File: config.mk
export PLATFORM = sky130hd
export DESIGN_NAME = life_grid_generation_engine
export DESIGN_NICKNAME = d
export VERILOG_FILES = /design/src/design/lgg_pkg.sv /design/src/design/lgg_row_rule.sv /design/src/design/lgg_grid_mem.sv /design/src/design/life_grid_generation_engine.sv
export SDC_FILE = /design/constraint.sdc
export NUM_CORES = 1
export LEC_CHECK = 0
export ABC_CLOCK_PERIOD_IN_PS = 6800
export BUFFER_PORTS_ARGS = -buffer_cell sky130_fd_sc_hd__buf_2
export CAP_MARGIN = 20
export CORE_UTILIZATION = 65
export DETAILED_ROUTE_END_ITERATION = 8
export GPL_TIMING_DRIVEN = 0
export MAX_ROUTING_LAYER = met4
export PLACE_DENSITY = 0.83
export SETUP_SLACK_MARGIN = 0.3
export SLEW_MARGIN = 20
export SYNTH_ARGS = -nofsm -noshare
export SYNTH_HDL_FRONTEND = slang
export SYNTH_SLANG_ARGS = --single-unit
File: constraint.sdc
create_clock -name i_clk -period 6.8 [get_ports i_clk]
set_clock_uncertainty 0.15 [all_clocks]
set_input_delay 0.34 -clock i_clk [delete_from_list [all_inputs] [get_ports i_clk]]
set_output_delay 0.34 -clock i_clk [all_outputs]
set_load 0.01 [all_outputs]
File: src/design/lgg_pkg.sv
`default_nettype none

package lgg_pkg;

    // default grid size
    localparam int unsigned C_GRID_WIDTH  = 5;
    localparam int unsigned C_GRID_HEIGHT = 7;

    // widest grid the row datapath supports
    localparam int unsigned C_MAX_WIDTH = 64;
    localparam int unsigned C_MAX_ROW_W = 6;

    // starting pattern, one entry per row, bit c is column c
    localparam int unsigned C_PATTERN_H = 7;
    localparam logic [7:0] C_START_PATTERN [C_PATTERN_H] = '{
        8'h06, 8'h09, 8'h11, 8'h0A, 8'h04, 8'h15, 8'h0A
    };

    // item operation codes
    localparam logic [1:0] OP_WRITE = 2'd0;
    localparam logic [1:0] OP_STEP  = 2'd1;
    localparam logic [1:0] OP_READ  = 2'd2;

    // sequencer states
    typedef enum logic [2:0] {
        ST_IDLE,
        ST_RMW,
        ST_SWEEP,
        ST_LAST,
        ST_REPLY
    } t_state;

    // row memory port control
    typedef struct packed {
        logic rd_en;
        logic wr_en;
    } t_mem_ctl;

    // starting value of one row, zero below the pattern
    function automatic logic [C_MAX_WIDTH-1:0] start_row(input logic [C_MAX_ROW_W-1:0] idx);
        logic [C_MAX_WIDTH-1:0] v;
        v = '0;
        if (idx < C_MAX_ROW_W'(C_PATTERN_H)) begin
            v = C_MAX_WIDTH'(C_START_PATTERN[idx[2:0]]);
        end
        return v;
    endfunction

endpackage

`default_nettype wire

File: src/design/lgg_row_rule.sv
`default_nettype none

module lgg_row_rule #(
    parameter int unsigned GRID_WIDTH = 5
) (
    input  wire logic [GRID_WIDTH-1:0] i_above,
    input  wire logic [GRID_WIDTH-1:0] i_mid,
    input  wire logic [GRID_WIDTH-1:0] i_below,
    output logic      [GRID_WIDTH-1:0] o_next
);
    import lgg_pkg::*;

    logic [GRID_WIDTH+1:0] w_a;
    logic [GRID_WIDTH+1:0] w_m;
    logic [GRID_WIDTH+1:0] w_b;

    // dead cells pad both edges
    assign w_a = {1'b0, i_above, 1'b0};
    assign w_m = {1'b0, i_mid, 1'b0};
    assign w_b = {1'b0, i_below, 1'b0};

    // one neighbor count and rule per column
    always_comb begin
        logic [3:0] cnt;
        for (int c = 0; c < GRID_WIDTH; c++) begin
            cnt = 4'(w_a[c]) + 4'(w_a[c+1]) + 4'(w_a[c+2])
                + 4'(w_m[c])                + 4'(w_m[c+2])
                + 4'(w_b[c]) + 4'(w_b[c+1]) + 4'(w_b[c+2]);
            o_next[c] = (cnt == 4'd3) || (i_mid[c] && (cnt == 4'd2));
        end
    end

endmodule

`default_nettype wire

File: src/design/lgg_grid_mem.sv
`default_nettype none

module lgg_grid_mem #(
    parameter int unsigned GRID_WIDTH  = 5,
    parameter int unsigned GRID_HEIGHT = 7,
    localparam int unsigned ROW_W      = $clog2(GRID_HEIGHT)
) (
    input  wire logic                  i_clk,
    input  wire logic                  i_rst_n,
    input  wire lgg_pkg::t_mem_ctl     i_ctl,
    input  wire logic [ROW_W-1:0]      i_raddr,
    input  wire logic [ROW_W-1:0]      i_waddr,
    input  wire logic [GRID_WIDTH-1:0] i_wdata,
    output logic      [GRID_WIDTH-1:0] o_rdata
);
    import lgg_pkg::*;

    logic [GRID_WIDTH-1:0] r_mem [GRID_HEIGHT];
    logic [GRID_WIDTH-1:0] r_rd_data;
    logic [ROW_W-1:0]      r_rd_addr;
    logic                  r_rd_hit;
    logic [GRID_HEIGHT-1:0] r_row_valid;
    logic [C_MAX_WIDTH-1:0] w_start;

    // row storage, one row per entry
    always_ff @(posedge i_clk) begin
        if (i_ctl.wr_en) begin
            r_mem[i_waddr] <= i_wdata;
        end
        if (i_ctl.rd_en) begin
            r_rd_data <= r_mem[i_raddr];
            r_rd_addr <= i_raddr;
        end
    end

    // rows not yet written read as the starting pattern
    always_ff @(posedge i_clk) begin
        if (!i_rst_n) begin
            r_row_valid <= '0;
            r_rd_hit    <= 1'b0;
        end else begin
            if (i_ctl.wr_en) begin
                r_row_valid[i_waddr] <= 1'b1;
            end
            if (i_ctl.rd_en) begin
                r_rd_hit <= r_row_valid[i_raddr];
            end
        end
    end

    assign w_start = start_row(C_MAX_ROW_W'(r_rd_addr));
    assign o_rdata = r_rd_hit ? r_rd_data : w_start[GRID_WIDTH-1:0];

`ifndef SYNTHESIS
    // a row is never read and written in the same cycle
    a_no_rw_same_row: assert property (@(posedge i_clk) disable iff (!i_rst_n)
        (i_ctl.rd_en && i_ctl.wr_en) |-> (i_raddr != i_waddr))
        else $error("row read and written in one cycle");

    // a written row is marked valid from then on
    a_valid_after_write: assert property (@(posedge i_clk) disable iff (!i_rst_n)
        ($past(i_rst_n) && $past(i_ctl.wr_en)) |-> r_row_valid[$past(i_waddr)])
        else $error("written row not marked valid");
`endif

endmodule

`default_nettype wire

File: src/design/life_grid_generation_engine.sv
`default_nettype none

// Bounded life grid: GRID_WIDTH x GRID_HEIGHT one-bit cells kept one row per
// entry in a synchronous memory, starting from the built-in pattern after
// reset. Each item writes a cell (op 0), advances one generation (op 1) or
// reads a cell (op 2); every item returns one result item, the cell value on
// a read and 0 otherwise. Cells outside the grid are dead, writes outside are
// dropped and reads outside return 0. A write or read on the grid steps
// through a row read, a modify or pick, and the result; an off-grid write
// or read and an unused op go straight to the result. In a generation the
// single read port delivers one row per cycle into a three-row window, and
// the new row behind the window is written back in the same cycle. One item
// is in work at a time; the result register lets the next item enter while a
// result still waits to be taken, and an item whose result is ready waits,
// with the input stalled, for as long as that held result is not taken.
module life_grid_generation_engine #(
    parameter int unsigned GRID_WIDTH  = lgg_pkg::C_GRID_WIDTH,
    parameter int unsigned GRID_HEIGHT = lgg_pkg::C_GRID_HEIGHT
) (
    input  wire logic       i_clk,
    input  wire logic       i_rst_n,
    input  wire logic       i_in_valid,
    output logic            o_in_stall,
    input  wire logic [1:0] i_op,
    input  wire logic [2:0] i_col,
    input  wire logic [2:0] i_row,
    input  wire logic       i_cell_in,
    output logic            o_out_valid,
    input  wire logic       i_out_stall,
    output logic            o_cell_out
);
    import lgg_pkg::*;

    localparam int unsigned COL_W = $clog2(GRID_WIDTH);
    localparam int unsigned ROW_W = $clog2(GRID_HEIGHT);

    t_state                r_state, n_state;
    logic [ROW_W-1:0]      r_cnt, n_cnt;
    logic [ROW_W-1:0]      r_addr, n_addr;
    logic [COL_W-1:0]      r_col, n_col;
    logic                  r_val, n_val;
    logic                  r_is_read, n_is_read;
    logic                  r_res, n_res;
    logic [GRID_WIDTH-1:0] r_prev, n_prev;
    logic [GRID_WIDTH-1:0] r_cur, n_cur;
    logic                  r_out_valid;
    logic                  r_cell_out;
    logic                  out_load;

    t_mem_ctl              mem_ctl;
    logic [ROW_W-1:0]      mem_raddr;
    logic [ROW_W-1:0]      mem_waddr;
    logic [GRID_WIDTH-1:0] mem_wdata;
    logic [GRID_WIDTH-1:0] rd_row;
    logic [GRID_WIDTH-1:0] rule_below;
    logic [GRID_WIDTH-1:0] rule_row;

    logic                  w_inside;
    logic [ROW_W+2:0]      w_row_ext;
    logic [COL_W+2:0]      w_col_ext;
    logic [ROW_W-1:0]      w_row_idx;
    logic [COL_W-1:0]      w_col_idx;

    // row memory
    lgg_grid_mem #(
        .GRID_WIDTH (GRID_WIDTH),
        .GRID_HEIGHT(GRID_HEIGHT)
    ) u_mem (
        .i_clk  (i_clk),
        .i_rst_n(i_rst_n),
        .i_ctl  (mem_ctl),
        .i_raddr(mem_raddr),
        .i_waddr(mem_waddr),
        .i_wdata(mem_wdata),
        .o_rdata(rd_row)
    );

    // next row from the three-row window
    lgg_row_rule #(
        .GRID_WIDTH(GRID_WIDTH)
    ) u_rule (
        .i_above(r_prev),
        .i_mid  (r_cur),
        .i_below(rule_below),
        .o_next (rule_row)
    );

    // coordinate decode
    assign w_inside  = ({4'b0, i_col} < 7'(GRID_WIDTH)) && ({4'b0, i_row} < 7'(GRID_HEIGHT));
    assign w_row_ext = {{ROW_W{1'b0}}, i_row};
    assign w_col_ext = {{COL_W{1'b0}}, i_col};
    assign w_row_idx = w_row_ext[ROW_W-1:0];
    assign w_col_idx = w_col_ext[COL_W-1:0];

    assign o_in_stall = (r_state != ST_IDLE);

    // sequencer next state and memory control
    always_comb begin
        n_state    = r_state;
        n_cnt      = r_cnt;
        n_addr     = r_addr;
        n_col      = r_col;
        n_val      = r_val;
        n_is_read  = r_is_read;
        n_res      = r_res;
        n_prev     = r_prev;
        n_cur      = r_cur;
        mem_ctl    = '0;
        mem_raddr  = r_addr;
        mem_waddr  = r_addr;
        mem_wdata  = rule_row;
        rule_below = rd_row;
        out_load   = 1'b0;
        unique case (r_state)
            ST_IDLE: begin
                if (i_in_valid) begin
                    n_res = 1'b0;
                    unique case (i_op) inside
                        OP_STEP: begin
                            mem_ctl.rd_en = 1'b1;
                            mem_raddr     = '0;
                            n_cnt         = '0;
                            n_prev        = '0;
                            n_cur         = '0;
                            n_state       = ST_SWEEP;
                        end
                        OP_WRITE, OP_READ: begin
                            if (w_inside) begin
                                mem_ctl.rd_en = 1'b1;
                                mem_raddr     = w_row_idx;
                                n_addr        = w_row_idx;
                                n_col         = w_col_idx;
                                n_val         = i_cell_in;
                                n_is_read     = (i_op == OP_READ);
                                n_state       = ST_RMW;
                            end else begin
                                n_state = ST_REPLY;
                            end
                        end
                        default: begin
                            n_state = ST_REPLY;
                        end
                    endcase
                end
            end
            ST_RMW: begin
                if (r_is_read) begin
                    n_res = rd_row[r_col];
                end else begin
                    mem_ctl.wr_en = 1'b1;
                    mem_waddr     = r_addr;
                    mem_wdata     = (rd_row & ~(GRID_WIDTH'(1) << r_col))
                                  | (GRID_WIDTH'(r_val) << r_col);
                end
                n_state = ST_REPLY;
            end
            ST_SWEEP: begin
                // fetch the row after the one arriving now
                if (r_cnt != ROW_W'(GRID_HEIGHT - 1)) begin
                    mem_ctl.rd_en = 1'b1;
                    mem_raddr     = r_cnt + ROW_W'(1);
                end else begin
                    n_state = ST_LAST;
                end
                // new row behind the arriving one is complete
                if (r_cnt != '0) begin
                    mem_ctl.wr_en = 1'b1;
                    mem_waddr     = r_cnt - ROW_W'(1);
                end
                n_prev = r_cur;
                n_cur  = rd_row;
                n_cnt  = r_cnt + ROW_W'(1);
            end
            ST_LAST: begin
                // bottom row sees dead cells below
                rule_below    = '0;
                mem_ctl.wr_en = 1'b1;
                mem_waddr     = ROW_W'(GRID_HEIGHT - 1);
                n_state       = ST_REPLY;
            end
            ST_REPLY: begin
                if (!r_out_valid || !i_out_stall) begin
                    out_load = 1'b1;
                    n_state  = ST_IDLE;
                end
            end
            default: begin
                n_state = ST_IDLE;
            end
        endcase
    end

    // control registers
    always_ff @(posedge i_clk) begin
        if (!i_rst_n) begin
            r_state     <= ST_IDLE;
            r_out_valid <= 1'b0;
        end else begin
            r_state     <= n_state;
            r_out_valid <= out_load || (r_out_valid && i_out_stall);
        end
    end

    // item and window registers
    always_ff @(posedge i_clk) begin
        r_cnt     <= n_cnt;
        r_addr    <= n_addr;
        r_col     <= n_col;
        r_val     <= n_val;
        r_is_read <= n_is_read;
        r_res     <= n_res;
        r_prev    <= n_prev;
        r_cur     <= n_cur;
        if (out_load) begin
            r_cell_out <= r_res;
        end
    end

    assign o_out_valid = r_out_valid;
    assign o_cell_out  = r_cell_out;

`ifndef SYNTHESIS
    // one item at a time
    a_one_item: assert property (@(posedge i_clk) disable iff (!i_rst_n)
        (i_in_valid && !o_in_stall) |=> o_in_stall)
        else $error("second item accepted while one is in work");

    // the row counter stays inside the grid during a sweep
    a_cnt_range: assert property (@(posedge i_clk) disable iff (!i_rst_n)
        (r_state == ST_SWEEP) |-> (r_cnt <= ROW_W'(GRID_HEIGHT - 1)))
        else $error("sweep row counter beyond grid");

    // a waiting result is not overwritten
    a_reply_waits: assert property (@(posedge i_clk) disable iff (!i_rst_n)
        (r_state == ST_REPLY && r_out_valid && i_out_stall) |=> (r_state == ST_REPLY))
        else $error("result loaded over a held result");
`endif

endmodule

`default_nettype wire
==> results by group <==
Synth
  – Most frequently used flop master after synthesis: edfxtp_1
  – Post-Synthesis Cells: 418
  – Post-Synth Adder-Cell Area: 12.51%
  – Largest family of logic cells by synthesized area: compound AO/OA/AOI/OAI gates
  – Syn nets: 467
  – Synth Area in XOR/XNOR: 0.1895%
  – Simple-gate share of the synthesized area: 13.35%
  – Cell taking the most area after synthesis: edfxtp_1
  – Yosys warning count: 0
  – Synth top area share: 42.88%
  – Synth top area cells: edfxtp_1, fa_1, dfxtp_1
  – Cell area after synthesis: 4622 µm²
  – Seq cells post-synth: 78
  – Async set-reset flop share out of synthesis: 0%
  – Compound-cell area share of the yosys netlist: 17.54%
  – Post-Syn Area per Cell: 11.06 µm²
  – Register area share after synthesis: 48.08%
  – Mux cell area share after synthesis: 3.005%
  – Post-synth EDFFs: 66
  – Unique cell type count in the Yosys netlist: 58

Floorplanning
  – Die ar.: 7452 µm²
  – Initial core utilization: 67.66%
  – Die height: 86.33 µm
  – Placement row count: 30
  – Die X: 86.33 µm
  – Core footprint: 6832 µm²
  – I/O pin total: 16

Clock tree
  – Post-cts resize count: 0
  – Clk Tree Root Cell: clkbuf_8
  – H-tree levels: 3
  – Setup Buffers After CTS: 0
  – CTS Hold Bufs: 0
  – Clock Latency Late Sink: 0.36 ns
  – CTS buffer count: 9
  – CTS tree: built
  – Clock slew at reported path FFs: 0.09 ns
  – Num Clock Sinks: 78
  – Maximum buffer depth of the clock tree: 2

Route
  – Antenna Nets Post-Route: 0
  – Pre-antenna DRT Iters: 5
  – Wirelength, routed: 10390 µm
  – Drc violations: 0
  – DR vias: 3398
  – DR WL/cell: 19.06 µm
  – Vias per cell: 6.235
  – First DRT Iteration DRCs: 298

Setup path
  – Largest delay contributor family on the critical path: compound AO/OA/AOI/OAI gates
  – Worst setup EP type: flip-flop
  – Buf/Inv on CP: 3
  – Crit start category: flip-flop
  – Worst R2R End: u_mem.r_mem[1][2]
  – R2r setup slk: 2.27 ns
  – Worst path max stage delay: 0.51 ns
  – R2r worst-path depth: 15
  – Critical Path RT: 6.66 ns
  – Critical path launch point: u_mem.r_rd_addr[0]
  – Critical R2R Launch: u_mem.r_rd_addr[0]
  – Kind of critical path: flip-flop to flip-flop
  – Crit-path slowest cell: o21ai_0
  – CP cell instances: inv_1 -> ha_1 -> mux2i_1 -> o21ai_0 -> nand2_1 -> fa_1 -> inv_1 -> fa_1 -> inv_1 -> fa_1 -> a2111oi_0 -> a21oi_1 -> nor3_1 -> nand2_1 -> o21ai_0
  – Critical path peak fanout: 7
  – Data arrival, critical path: 4.39 ns

Global routing
  – Largest net degree at the start of global routing: 16
  – All-Layer GR Usage: 30.98%
  – Via count of the first global-routing pass: 3321
  – Antenna violations before repair: 0
  – First-pass GRT wire length: 16640 µm
  – Overflow after GRT: 0

Place
  – DP HPWL: 7735 µm
  – Post-DP Area: 4817 µm²
  – Port Buf Inserts: 15
  – Placer Congestion: 0.9683

Pwr
  – Leakage power total: 1.960 nW
  – Cell Pwr Density: 268.2 nW/µm²
  – Peak VDD IR: 0.0001713 V
  – Total power: 1.352 mW

Layout
  – Final instance area: 5044 µm²
  – Layout area overhead: 9.123%
  – Antenna cells: 0
  – Layout Nets: 493
  – Share of cells above drive strength 1: 11.80%
  – Final core utilization: 73.83%

Run
  – Max Cap Viol: 0

STA
  – Slew @ Worst Pin: 1.175 ns
  – Fmax: 0.2209 GHz
  – Crit share post-route: 66.57%
  – Post-layout min period: 4.527 ns
  – Fin. Hold Viols: 1
  – Slew Viols, Final: 0
  – RSZ-0062 raised after global routing: no
  – Hold slack final: -0.0006063 ns
  – Relative slew slack: 20.84%
  – # setup viols final: 0
  – Fin Setup TNS: 0 ns

Hold path
  – Worst Hold Depth: 1
  – Hold path startpoint: i_cell_in
  – WHS Endpoint: r_val
  – HP Class: primary input to flip-flop

Outcome
  – Failing checks: negative hold slack
  – Status: finished with violations
## worst register-to-register path: cells and delay by family, from the launching register on
kind | cells | cell delay, ns
mux | 1 | 0.06
buf+inv | 3 | 0.28
simple gates | 3 | 0.64
flops | 1 | 0.45
compound gates | 4 | 1.37
fa+ha+maj | 4 | 1.22
## state kept, by name, summed over array words and instances (netlist names)
| register | cells |
|---|---|
| u_mem.r_mem | 35 |
| u_mem.r_row_valid | 7 |
| r_cur | 5 |
| r_prev | 5 |
| u_mem.r_rd_data | 5 |
| r_addr | 3 |
| r_cnt | 3 |
| r_col | 3 |
| r_state | 3 |
| u_mem.r_rd_addr | 3 |
| o_cell_out | 1 |
| o_out_valid | 1 |
| r_is_read | 1 |
| r_res | 1 |
| r_val | 1 |
| u_mem.r_rd_hit | 1 |
## metal layers
layer	GRT usage, %	part of all wire, %	vias to the layer above
met3	3.238	6.1	32
met2	50.65	50	155
met1	39.76	41	1639
met5	-	0	-
met4	13.18	3.1	0
li1	-	-	1572
## synth_stat cells (all sizes together), types with 2 or more instances
master    n
o2111ai   2
o22a      3
nand2b    9
mux2i     9
nor2     33
nand4     2
nor2b     7
nand3     5
edfxtp   66
a21oi    11
buf      10
a21boi   18
clkbuf    7
ha       19
fa       17
a22oi     3
a2111oi   2
a31oi     6
nor3      8
a211oi    5
inv      44
o21a     12
nand2    19
o31ai     4
and2      8
o21ai    28
o22ai     2
mux2      4
dfxtp    12
o211ai    8
and3     13
nor3b     5
nand3b    2
## where the power goes
group / internal [mW] / switching (mW) / leakage (nW) / total (mW)
registers: 0.581 / 0.0131 / 0.712 / 0.594
logic: 0.127 / 0.235 / 1.13 / 0.362
clock network: 0.212 / 0.184 / 0.117 / 0.396
## cells by family (layout without fill, tap and decap cells)
kind of cell	after synthesis	in the layout
and+or+nand+nor	116	116
buffers and inverters	61	92
xor gates and xnor gates	1	1
AOI/OAI and AO/OA	113	113
DFF	78	78
adders and majority gates	36	36
muxes	13	13
## how the worst max path moves through the flow
stage                              to  depth (start not counted)
CTS                 u_mem.r_mem[3][2]                         15
finish              u_mem.r_mem[1][2]                         15
global route        u_mem.r_mem[3][2]                         15
global placement    u_mem.r_mem[1][2]                         15
detailed placement  u_mem.r_mem[5][2]                         15
floorplan           u_mem.r_mem[0][3]                         13
## layout make-up
type	instances	area, µm²
fillers	486	1788
inverters	44	167.7
multi-input cells	279	2153
flip-flops and latches	78	2222
well taps	96	120.1
repair buffers	15	75.07
plain buffers	17	78.83
clock buffers	9	123.9
clock inverters	7	102.6
## stage by stage
stage	instances	setup slack (ns)
final	545	2.273
after global routing	545	2.005
after CTS	545	2.364
after detailed placement	529	2.406
after global placement	529	2.560
after floorplan	418	3.300
## cells in the final DEF, fill, tap and decap left out, drive strengths merged, types with 6 or more instances in the layout
cell,n
inv,48
nand2b,9
nor2b,7
fa,17
o21ai,28
o21a,12
and3,13
a31oi,6
dfxtp,12
mux2i,9
ha,19
o211ai,8
and2,8
edfxtp,66
buf,25
nand2,19
a21oi,11
a21boi,18
nor3,8
nor2,33
clkbuf,16
(Power assumes the default switching activity.)
